--- config.mk ---
export PLATFORM = sky130hd
export DESIGN_NAME = sha1_message_digest
export DESIGN_NICKNAME = d
export VERILOG_FILES = /design/src/rtl/sha1md_pkg.sv /design/src/rtl/sha1md_front.sv /design/src/rtl/sha1md_core.sv /design/src/rtl/sha1_message_digest.sv
export SDC_FILE = /design/constraint.sdc
export NUM_CORES = 2
export LEC_CHECK = 0
export BUFFER_PORTS_ARGS = -buffer_cell sky130_fd_sc_hd__buf_4
export CAP_MARGIN = 20
export CORE_ASPECT_RATIO = 2
export CORE_MARGIN = 2
export CORE_UTILIZATION = 60
export CTS_BUF_LIST = sky130_fd_sc_hd__clkbuf_8
export DETAILED_ROUTE_END_ITERATION = 10
export PLACE_DENSITY = 0.76
export SYNTH_ARGS = -nofsm -noshare
export SYNTH_HDL_FRONTEND = slang
export SYNTH_HIERARCHICAL = 1
export SYNTH_SLANG_ARGS = --single-unit
--- constraint.sdc ---
create_clock -name i_clk -period 19.6 [get_ports i_clk]
set_input_delay 5.88 -clock i_clk [delete_from_list [all_inputs] [get_ports i_clk]]
set_output_delay 5.88 -clock i_clk [all_outputs]
set_load 0.02 [all_outputs]
--- src/rtl/sha1md_pkg.sv ---
// Types and constants of the SHA-1 message digest block.
`default_nettype none

package sha1md_pkg;

    typedef struct packed {
        logic [7:0] data_byte;
        logic       byte_present;
        logic       end_of_message;
    } t_item;

    localparam int unsigned NUM_ROUNDS = 80;
    localparam int unsigned NUM_WORDS  = 5;
    localparam logic [2:0]  LAST_WORD_IDX = 3'd4;
    localparam logic [5:0]  LAST_BYTE_POS = 6'd63;
    localparam logic [5:0]  LEN_BYTE_POS  = 6'd56;
    localparam logic [7:0]  PAD_MARK      = 8'h80;

    localparam logic [31:0] K_0 = 32'h5A827999;
    localparam logic [31:0] K_1 = 32'h6ED9EBA1;
    localparam logic [31:0] K_2 = 32'h8F1BBCDC;
    localparam logic [31:0] K_3 = 32'hCA62C1D6;

    function automatic logic [31:0] init_chain(input logic [2:0] idx);
        logic [31:0] v;
        case (idx)
            3'd0:    v = 32'h67452301;
            3'd1:    v = 32'hEFCDAB89;
            3'd2:    v = 32'h98BADCFE;
            3'd3:    v = 32'h10325476;
            default: v = 32'hC3D2E1F0;
        endcase
        return v;
    endfunction

    function automatic logic [31:0] round_k(input logic [6:0] t);
        logic [31:0] k;
        if (t < 7'd20) begin
            k = K_0;
        end else if (t < 7'd40) begin
            k = K_1;
        end else if (t < 7'd60) begin
            k = K_2;
        end else begin
            k = K_3;
        end
        return k;
    endfunction

    function automatic logic [31:0] round_f(input logic [6:0] t, input logic [31:0] b,
                                            input logic [31:0] c, input logic [31:0] d);
        logic [31:0] f;
        if (t < 7'd20) begin
            f = ((c ^ d) & b) ^ d;
        end else if (t >= 7'd40 && t < 7'd60) begin
            f = (b & c) | (b & d) | (c & d);
        end else begin
            f = b ^ c ^ d;
        end
        return f;
    endfunction

endpackage

`default_nettype wire

--- src/rtl/sha1md_front.sv ---
// Input side of the SHA-1 block: accepts items and queues them for the core.
`default_nettype none

module sha1md_front #(
    parameter int DEPTH = 4
) (
    input  wire                 i_clk,
    input  wire                 i_rst_n,
    input  wire                 i_valid,
    output logic                o_stall,
    input  wire                 i_item_in_valid,
    input  sha1md_pkg::t_item   i_item,
    output logic                o_item_valid,
    output sha1md_pkg::t_item   o_item,
    input  wire                 i_pop
);

    localparam int PW = (DEPTH > 1) ? $clog2(DEPTH) : 1;
    localparam int CW = $clog2(DEPTH + 1);

    sha1md_pkg::t_item r_mem [DEPTH];
    logic [PW-1:0] r_wr_ptr;
    logic [PW-1:0] r_rd_ptr;
    logic [CW-1:0] r_count;
    logic          push;
    logic          pop;

    assign o_stall      = (r_count == CW'(DEPTH));
    assign push         = i_valid && i_item_in_valid && !o_stall;
    assign o_item_valid = (r_count != '0);
    assign pop          = i_pop && o_item_valid;
    assign o_item       = r_mem[r_rd_ptr];

    always_ff @(posedge i_clk) begin
        if (push) begin
            r_mem[r_wr_ptr] <= i_item;
        end
    end

    always_ff @(posedge i_clk) begin
        if (!i_rst_n) begin
            r_wr_ptr <= '0;
            r_rd_ptr <= '0;
            r_count  <= '0;
        end else begin
            if (push) begin
                r_wr_ptr <= (r_wr_ptr == PW'(DEPTH - 1)) ? '0 : r_wr_ptr + 1'b1;
            end
            if (pop) begin
                r_rd_ptr <= (r_rd_ptr == PW'(DEPTH - 1)) ? '0 : r_rd_ptr + 1'b1;
            end
            if (push && !pop) begin
                r_count <= r_count + 1'b1;
            end else if (pop && !push) begin
                r_count <= r_count - 1'b1;
            end
        end
    end

endmodule

`default_nettype wire

--- src/rtl/sha1md_core.sv ---
// Back end of the SHA-1 block: gathering, padding, compression and digest output.
`default_nettype none

module sha1md_core (
    input  wire                 i_clk,
    input  wire                 i_rst_n,
    input  wire                 i_item_valid,
    input  sha1md_pkg::t_item   i_item,
    output logic                o_pop,
    output logic                o_valid,
    input  wire                 i_stall,
    output logic [31:0]         o_digest_word,
    output logic [2:0]          o_word_index,
    output logic                o_last_word
);

    localparam logic [2:0] S_FETCH = 3'd0;
    localparam logic [2:0] S_PAD   = 3'd1;
    localparam logic [2:0] S_ROUND = 3'd2;
    localparam logic [2:0] S_ADD   = 3'd3;
    localparam logic [2:0] S_OUT   = 3'd4;

    logic [2:0]  r_state;
    logic [31:0] r_h [sha1md_pkg::NUM_WORDS];
    logic [31:0] r_w [16];
    logic [31:0] r_a, r_b, r_c, r_d, r_e;
    logic [6:0]  r_round;
    logic [5:0]  r_fill;
    logic [63:0] r_bits;
    logic        r_eom_pend;
    logic        r_pad;
    logic        r_first;
    logic        r_len_ok;
    logic        r_final;
    logic [2:0]  r_oidx;
    logic        r_ovalid;
    logic [31:0] r_oword;
    logic [2:0]  r_oindex;
    logic        r_olast;

    logic [31:0] n_a;
    logic [31:0] n_w;
    logic [7:0]  pad_byte;
    logic        take;
    logic        out_free;

    assign o_pop    = (r_state == S_FETCH);
    assign take     = o_pop && i_item_valid;
    assign out_free = !r_ovalid || !i_stall;

    assign n_a = {r_a[26:0], r_a[31:27]} + sha1md_pkg::round_f(r_round, r_b, r_c, r_d)
                 + r_e + sha1md_pkg::round_k(r_round) + r_w[0];
    assign n_w = {r_w[13][30:0] ^ r_w[8][30:0] ^ r_w[2][30:0] ^ r_w[0][30:0],
                  r_w[13][31] ^ r_w[8][31] ^ r_w[2][31] ^ r_w[0][31]};

    always_comb begin
        if (r_first) begin
            pad_byte = sha1md_pkg::PAD_MARK;
        end else if (r_len_ok && r_fill >= sha1md_pkg::LEN_BYTE_POS) begin
            pad_byte = r_bits[{~r_fill[2:0], 3'b000} +: 8];
        end else begin
            pad_byte = 8'h00;
        end
    end

    always_ff @(posedge i_clk) begin
        if (r_state == S_FETCH && take && i_item.byte_present) begin
            r_w[r_fill[5:2]][{~r_fill[1:0], 3'b000} +: 8] <= i_item.data_byte;
        end else if (r_state == S_PAD) begin
            r_w[r_fill[5:2]][{~r_fill[1:0], 3'b000} +: 8] <= pad_byte;
        end else if (r_state == S_ROUND) begin
            for (int i = 0; i < 15; i++) begin
                r_w[i] <= r_w[i+1];
            end
            r_w[15] <= n_w;
        end
    end

    always_ff @(posedge i_clk) begin
        if (!i_rst_n) begin
            r_state    <= S_FETCH;
            for (int i = 0; i < sha1md_pkg::NUM_WORDS; i++) begin
                r_h[i] <= sha1md_pkg::init_chain(3'(i));
            end
            r_fill     <= '0;
            r_bits     <= '0;
            r_round    <= '0;
            r_eom_pend <= 1'b0;
            r_pad      <= 1'b0;
            r_first    <= 1'b0;
            r_len_ok   <= 1'b0;
            r_final    <= 1'b0;
            r_oidx     <= '0;
            r_ovalid   <= 1'b0;
        end else begin
            if (r_state != S_OUT && r_ovalid && !i_stall) begin
                r_ovalid <= 1'b0;
            end
            case (r_state)
                S_FETCH: begin
                    if (take) begin
                        if (i_item.byte_present) begin
                            r_fill <= r_fill + 1'b1;
                            r_bits <= r_bits + 64'd8;
                        end
                        if (i_item.byte_present && r_fill == sha1md_pkg::LAST_BYTE_POS) begin
                            r_eom_pend <= i_item.end_of_message;
                            r_pad      <= 1'b0;
                            r_state    <= S_ROUND;
                        end else if (i_item.end_of_message) begin
                            r_pad    <= 1'b1;
                            r_first  <= 1'b1;
                            r_len_ok <= 1'b0;
                            r_state  <= S_PAD;
                        end
                    end
                end
                S_PAD: begin
                    r_first <= 1'b0;
                    r_fill  <= r_fill + 1'b1;
                    if (r_first && r_fill < sha1md_pkg::LEN_BYTE_POS) begin
                        r_len_ok <= 1'b1;
                    end
                    if (r_fill == sha1md_pkg::LAST_BYTE_POS) begin
                        r_final <= r_len_ok;
                        r_state <= S_ROUND;
                    end
                end
                S_ROUND: begin
                    if (r_round == 7'(sha1md_pkg::NUM_ROUNDS - 1)) begin
                        r_round <= '0;
                        r_state <= S_ADD;
                    end else begin
                        r_round <= r_round + 1'b1;
                    end
                end
                S_ADD: begin
                    r_h[0] <= r_h[0] + r_a;
                    r_h[1] <= r_h[1] + r_b;
                    r_h[2] <= r_h[2] + r_c;
                    r_h[3] <= r_h[3] + r_d;
                    r_h[4] <= r_h[4] + r_e;
                    if (!r_pad) begin
                        if (r_eom_pend) begin
                            r_eom_pend <= 1'b0;
                            r_pad      <= 1'b1;
                            r_first    <= 1'b1;
                            r_len_ok   <= 1'b0;
                            r_state    <= S_PAD;
                        end else begin
                            r_state <= S_FETCH;
                        end
                    end else if (r_final) begin
                        r_oidx  <= '0;
                        r_state <= S_OUT;
                    end else begin
                        r_len_ok <= 1'b1;
                        r_state  <= S_PAD;
                    end
                end
                S_OUT: begin
                    if (out_free) begin
                        r_ovalid <= 1'b1;
                        r_oidx   <= r_oidx + 1'b1;
                        if (r_oidx == sha1md_pkg::LAST_WORD_IDX) begin
                            for (int i = 0; i < sha1md_pkg::NUM_WORDS; i++) begin
                                r_h[i] <= sha1md_pkg::init_chain(3'(i));
                            end
                            r_fill  <= '0;
                            r_bits  <= '0;
                            r_pad   <= 1'b0;
                            r_final <= 1'b0;
                            r_state <= S_FETCH;
                        end
                    end
                end
                default: begin
                    r_state <= S_FETCH;
                end
            endcase
        end
    end

    always_ff @(posedge i_clk) begin
        if ((r_state == S_FETCH && take && i_item.byte_present
             && r_fill == sha1md_pkg::LAST_BYTE_POS)
            || (r_state == S_PAD && r_fill == sha1md_pkg::LAST_BYTE_POS)) begin
            r_a <= r_h[0];
            r_b <= r_h[1];
            r_c <= r_h[2];
            r_d <= r_h[3];
            r_e <= r_h[4];
        end else if (r_state == S_ROUND) begin
            r_a <= n_a;
            r_b <= r_a;
            r_c <= {r_b[1:0], r_b[31:2]};
            r_d <= r_c;
            r_e <= r_d;
        end
        if (r_state == S_OUT && out_free) begin
            r_oword  <= r_h[r_oidx];
            r_oindex <= r_oidx;
            r_olast  <= (r_oidx == sha1md_pkg::LAST_WORD_IDX);
        end
    end

    assign o_valid       = r_ovalid;
    assign o_digest_word = r_oword;
    assign o_word_index  = r_oindex;
    assign o_last_word   = r_olast;

endmodule

`default_nettype wire

--- src/rtl/sha1_message_digest.sv ---
// Byte items are taken in S_FETCH; a full 64-byte block then runs 80 rounds and the add.
// End of message: padding bytes are written in S_PAD and each padded block compressed, then five
// digest words at one per cycle unless i_out_stall holds them; a single unit does every round.
// The input queue lets the front accept items while the core compresses or emits.
// Reset is synchronous and active low: it empties the queue, loads the initial chain
// constants and clears the bit count.
`default_nettype none

module sha1_message_digest #(
    parameter int QUEUE_DEPTH = 4
) (
    input  wire         i_clk,
    input  wire         i_rst_n,
    input  wire         i_in_valid,
    output logic        o_in_stall,
    input  wire  [7:0]  i_data_byte,
    input  wire         i_byte_present,
    input  wire         i_end_of_message,
    output logic        o_out_valid,
    input  wire         i_out_stall,
    output logic [31:0] o_digest_word,
    output logic [2:0]  o_word_index,
    output logic        o_last_word
);

    sha1md_pkg::t_item in_item;
    sha1md_pkg::t_item q_item;
    logic              q_valid;
    logic              q_pop;

    assign in_item.data_byte      = i_data_byte;
    assign in_item.byte_present   = i_byte_present;
    assign in_item.end_of_message = i_end_of_message;

    sha1md_front #(
        .DEPTH (QUEUE_DEPTH)
    ) u_front (
        .i_clk           (i_clk),
        .i_rst_n         (i_rst_n),
        .i_valid         (i_in_valid),
        .o_stall         (o_in_stall),
        .i_item_in_valid (1'b1),
        .i_item          (in_item),
        .o_item_valid    (q_valid),
        .o_item          (q_item),
        .i_pop           (q_pop)
    );

    sha1md_core u_core (
        .i_clk         (i_clk),
        .i_rst_n       (i_rst_n),
        .i_item_valid  (q_valid),
        .i_item        (q_item),
        .o_pop         (q_pop),
        .o_valid       (o_out_valid),
        .i_stall       (i_out_stall),
        .o_digest_word (o_digest_word),
        .o_word_index  (o_word_index),
        .o_last_word   (o_last_word)
    );

endmodule

`default_nettype wire

* Word level (Yosys, flattened, before mapping)
Memory sizes are Yosys's and may differ from the RTL's. A register that Yosys moved wholly into a read port is not among the register bits.
Cells that the tools add are included.
** Storage, ports and cells
- Word-level logic and storage cells :: 352
- Bits in registers :: 260
- Output and inout port bits :: 38
- Memories kept :: 3
- Input bits :: 14
- Memory bits (writable) :: 712
** Operators by class
- Equal/unequal tests :: 28
- Shifts and indexed selects :: 4
- Muxes and demuxes :: 169
- $lt $le $gt $ge :: 6
- Reductions and logical operators :: 43
- Bitwise gates (word level) :: 60
- Add/sub/neg operators :: 18
** Memories
- u_core.r_w :: words 16, bits a word 32, read ports 16, clocked after Yosys merged registers in 0, wr ports 16, RTL line sha1md_core.sv:25 : logic [31:0] r_w [16];
- u_core.r_h :: words 5, bits a word 32, read ports 6, clocked after Yosys merged registers in 1, wr ports 5, RTL line sha1md_core.sv:24 : logic [31:0] r_h [sha1md_pkg::NUM_WORDS];
- u_front.r_mem :: words 4, bits a word 10, read ports 1, clocked after Yosys merged registers in 1, wr ports 1, RTL line sha1md_front.sv:21 : sha1md_pkg::t_item r_mem [DEPTH];
** Operators with widths (count)
- 2-to-1 mux 32 bit :: 53
- adder 32 bit :: 9
- 2-to-1 mux 64 bit :: 4
- bitwise AND 32 bit :: 4
- one-hot mux 64 bit (2 select lines) :: 1
- XOR 32 bit :: 4
- XOR 31 bit :: 3
- 2-to-1 mux 1 bit :: 76
- adder 64 x 4 -> 64 bit (second input constant) :: 1
- OR 32 bit :: 2
- indexed part select 64 x 7 -> 8 bit :: 1
- indexed part select 8 x 7 -> 32 bit :: 2
- 2-to-1 mux 3 bit :: 14
- OR 1 bit :: 42
- OR reduction 32 bit :: 1
- variable shift 8 x 7 -> 32 bit (first input constant) :: 1
- 2-to-1 mux 31 bit :: 1
- 2-to-1 mux 6 bit :: 4
- inequality test 2 x 1 -> 1 bit (second input constant) :: 10
- one-hot mux 6 bit (3 select lines) :: 1
- 2-to-1 mux 8 bit :: 2
- logical AND 1 bit :: 15
- one-hot mux 3 bit (5 select lines) :: 1
- AND reduction 5 bit :: 3
- other kinds (38) :: 73

* Logic depth before layout (Yosys ltp)
- Depth in word-level cells :: 11
- Gate-level depth with buffers :: 26
- Gate-level depth less buffers :: 22

* Cells and area by module
The synthesis kept the hierarchy.
** Modules (own cells, without submodules)
- sha1md_core :: seq. area each 27786.6 µm², cells each 4831, instances 1, area an instance 53812.9 µm²
- sha1md_front :: seq. area each 1381.3 µm², cells each 103, instances 1, area an instance 1945.6 µm²
- sha1_message_digest :: seq. area each 0.0 µm², cells each 1, instances 1, area an instance 3.8 µm²

* Worst setup path before layout
No wires, ideal clock.
- Path kind :: input to register
- Start :: in i_out_stall
- End :: mem u_core.r_h[0][0] (enable)
- Buffers on the path :: 0
- Arrival :: 10.386 ns
- Stages on the path :: 5
- Data required time :: 17.881 ns
- Library setup time :: 1.719 ns
- Path slack :: 7.495 ns
- Cell sequence :: nand2_1 > nand2_1 > inv_1 > nand2_1 > nand3_1
** RTL lines
- from (decl) :: RTL line sha1_message_digest.sv:20 : input wire i_out_stall,
- to (decl) :: RTL line sha1md_core.sv:24

==> summary.txt <==
number of CTS-inserted buffers = 146
synth unique cells = 93
H-tree depth = 4
WS Path Type = in2reg
RR Endpoint = u_core/r_a[28]
Syn Nets = 5,282
design area = 60,700 µm²
Die ar. = 95,500 µm²
initial drt markers = 3,825
Cell Count, Final, Fillers Out = 6,328
DRC = 0
TNS Setup = 0 ps
first-pass GRT wire length = 222,000 µm
Worst slew margin = 8.89%
leakage = 26.6 nW
clock sinks = 1,003
cells after synthesis = 4,935
placer congestion estimate = 0.943
commonest non-fill, non-tap cell in the layout = edfxtp_1
reg2reg start = u_core/r_round[5]
#FFs+latches synth = 1,003
Chip Height = 435 µm
EDFF count, synth = 908
vias per cell = 6.23
placed cell areas = 57,600 µm²
CTS Hold Bufs = 0
HPWL Detailed = 100,000 µm
antenna violations before repair = 1
CP Data Arrival Time = 9080 ps
crit path max fanout = 67
Worst-path clk slew = 70 ps
Routed wire per std cell = 23.0 µm
number of max-cap violations = 0
total grt overflow = 0
status = completed
Die W = 220 µm
number of core rows = 158
placed insts = 6,060
Pwr Density = 158 nW/µm²
crit share post-route = 42.7%
Util after Layout = 65.7%
final setup vio count = 0
Hold Vio Cnt, Final = 0
reg2reg setup slack = 12,530 ps
fin. max-slew vios = 0
vias = 39,500
hold wc startpoint = u_core/r_bits[51]
root buf cell = clkbuf_8
vias in the first global route = 38,900
YS warnings = 6
Avg Inst Size Synth = 11.3 µm²
Worst-Skew Late Latency = 880 ps
Hold Path End = u_core/r_bits[51]
FFs w/ async S/R, synth = 0%
max frequency = 0.120 GHz
port bufs = 51
DRT Pass-1 Iters = 6
Hold Path Depth = 2
most frequent cells in the layout = edfxtp_1 (908), nand2_1 (651), a21o_1 (595)
actual slew at the worst max-slew pin = 1370 ps
RSZ-0062 raised after global routing = false
total core area = 92,300 µm²
Main synth FF type = edfxtp_1
Min-Delay Path Class = reg2reg
Final min period = 8360 ps
IR drop worst, VDD = 0.000267 V
synth-to-layout area growth = 8.79%
share of layout cells above drive strength 1 = 10.3%
NumNets Final = 5,359
Mapped Area = 55,800 µm²
crit start category = input port
largest net degree at the start of global routing = 264
I/O pin total = 52
Reg2Reg Depth = 24
Post-CTS Repair Setup Buffers = 0
clock tree buffer depth = 3
Total GRT Usage = 30.5%
ANT nets after route = 0
Worst Path Required = 20,310 ps
TritonCTS clock tree = built
Initial Util = 60.4%
sequential element share of the synthesized area = 52.3%
Final Skew = 37.2 ps
post_cts resized = 0
Post-Route WL = 146,000 µm
Critical Path Sink Type = register
==> Yosys cell counts (6+ instances only) <==
library cell / n / area [µm²]
mux2_2: 54 / 608
nor2b_1: 36 / 225
a21boi_0: 12 / 90.1
buf_2: 42 / 210
edfxtp_1: 908 / 27300
o21a_1: 25 / 188
nor3_1: 37 / 185
nand3_1: 103 / 515
xor2_1: 146 / 1280
inv_1: 301 / 1130
nand3b_1: 6 / 45.0
xnor2_1: 160 / 1400
clkbuf_1: 168 / 631
a21oi_1: 212 / 1060
nand4_1: 37 / 231
buf_1: 17 / 63.8
or2_2: 9 / 56.3
fa_1: 126 / 2520
nor2_1: 263 / 987
nand2_1: 655 / 2460
o21bai_1: 21 / 158
o31ai_1: 11 / 82.6
o31a_1: 6 / 52.6
or3_1: 26 / 163
mux2i_1: 21 / 210
nand2b_1: 33 / 206
o211ai_1: 13 / 97.6
a211oi_1: 34 / 255
and3_1: 34 / 213
a21o_1: 595 / 4470
a2111oi_0: 6 / 52.6
o21ai_1: 14 / 70.1
a31oi_1: 31 / 194
o21ai_0: 260 / 1300
nor3b_1: 10 / 75.1
and4_1: 15 / 131
ha_1: 207 / 2590
and2_1: 30 / 188
mux4_2: 55 / 1240
dfxtp_1: 95 / 1900
==> layout make-up <==
cell class,instances,area (µm²)
Clock buffer,158,2170
Clock inverter,104,826
Fill cell,6954,31700
Timing Repair Buffer,161,1250
Multi-Input combinational cell,3397,24600
Sequential cell,1003,29200
Inverter,303,1140
Antenna cell,2,5.00
Tap cell,1200,1500
==> state kept, by name (all words and copies together) (netlist names), 2 cells and up, named ones only <==
| signal | count |
|---|---|
| u_core/r_oidx | 3 |
| u_core/o_word_index | 3 |
| u_core/r_h | 160 |
| u_core/r_round | 7 |
| u_core/r_d | 32 |
| u_front/r_mem | 40 |
| u_front/r_wr_ptr | 2 |
| u_core/r_b | 32 |
| u_core/r_w | 512 |
| u_core/r_e | 32 |
| u_front/r_rd_ptr | 2 |
| u_core/o_digest_word | 32 |
| u_core/r_a | 32 |
| u_core/r_state | 3 |
| u_core/r_c | 32 |
| u_core/r_fill | 6 |
| u_front/r_count | 3 |
| u_core/r_bits | 61 |
==> where the power goes <==
part	leakage [nW]	switching (mW)	internal [mW]	total, mW
Sequential	9.02	0.224	3.02	3.24
Clock	1.69	0.852	0.911	1.76
Combinational	15.9	2.75	1.81	4.57
Total	26.6	3.83	5.74	9.57
==> metal layers <==
layer	vias to the layer above	GRT usage, %	routed length (µm)
li1	17900	-	-
met3	347	5.02	10800
met4	0	14.4	7240
met1	19500	39.6	56900
met5	-	0	0
met2	1708	49.9	70700
==> critical path, stage by stage <==
cell and delay, ps:
buf_4 110, nand2_1 110, nand2_1 140, inv_2 60, buf_4 470, nand2_1 320, nand2_2 130, buf_4 550
nor2_4 20, buf_4 300, buf_4 420, and4_1 310, nor3_1 160
==> cells by family (layout without fill, tap and decap cells) <==
group / after synthesis / count (layout) / share of synthesized area (%)
buffers and inverters: 535 / 726 / 3.72
adders and majority gates: 333 / 333 / 9.17
muxes: 130 / 130 / 3.69
other: 1 / 3 / 0.00672
AOI/OAI and AO/OA: 1307 / 1307 / 15.7
xor gates and xnor gates: 306 / 306 / 4.81
DFF: 1003 / 1003 / 52.3
and+or+nand+nor: 1320 / 1320 / 10.6
==> stage by stage <==
step	setup slack, ps	power [mW]	hold WS (ps)
floorplan	7490	6.48	409
CTS	11210	9.54	509
global route	10970	10.2	526
global placement	10360	7.58	481
detailed placement	10270	7.74	500
finish	11240	9.57	502
==> how the worst max path moves through the flow <==
stage	from	endpoint	slack [ps]	cells after the start
global placement	i_out_stall	u_core/r_h[3][28]	10360	13
detailed placement	i_out_stall	u_core/r_h[3][28]	10270	13
floorplan	i_out_stall	u_core/r_h[0][0]	7490	5
CTS	i_out_stall	u_core/r_h[3][28]	11210	13
finish	i_out_stall	u_core/r_h[3][28]	11240	13
global route	i_out_stall	u_core/r_h[3][28]	10970	13
No activity file was read; power rests on OpenSTA's default activity.
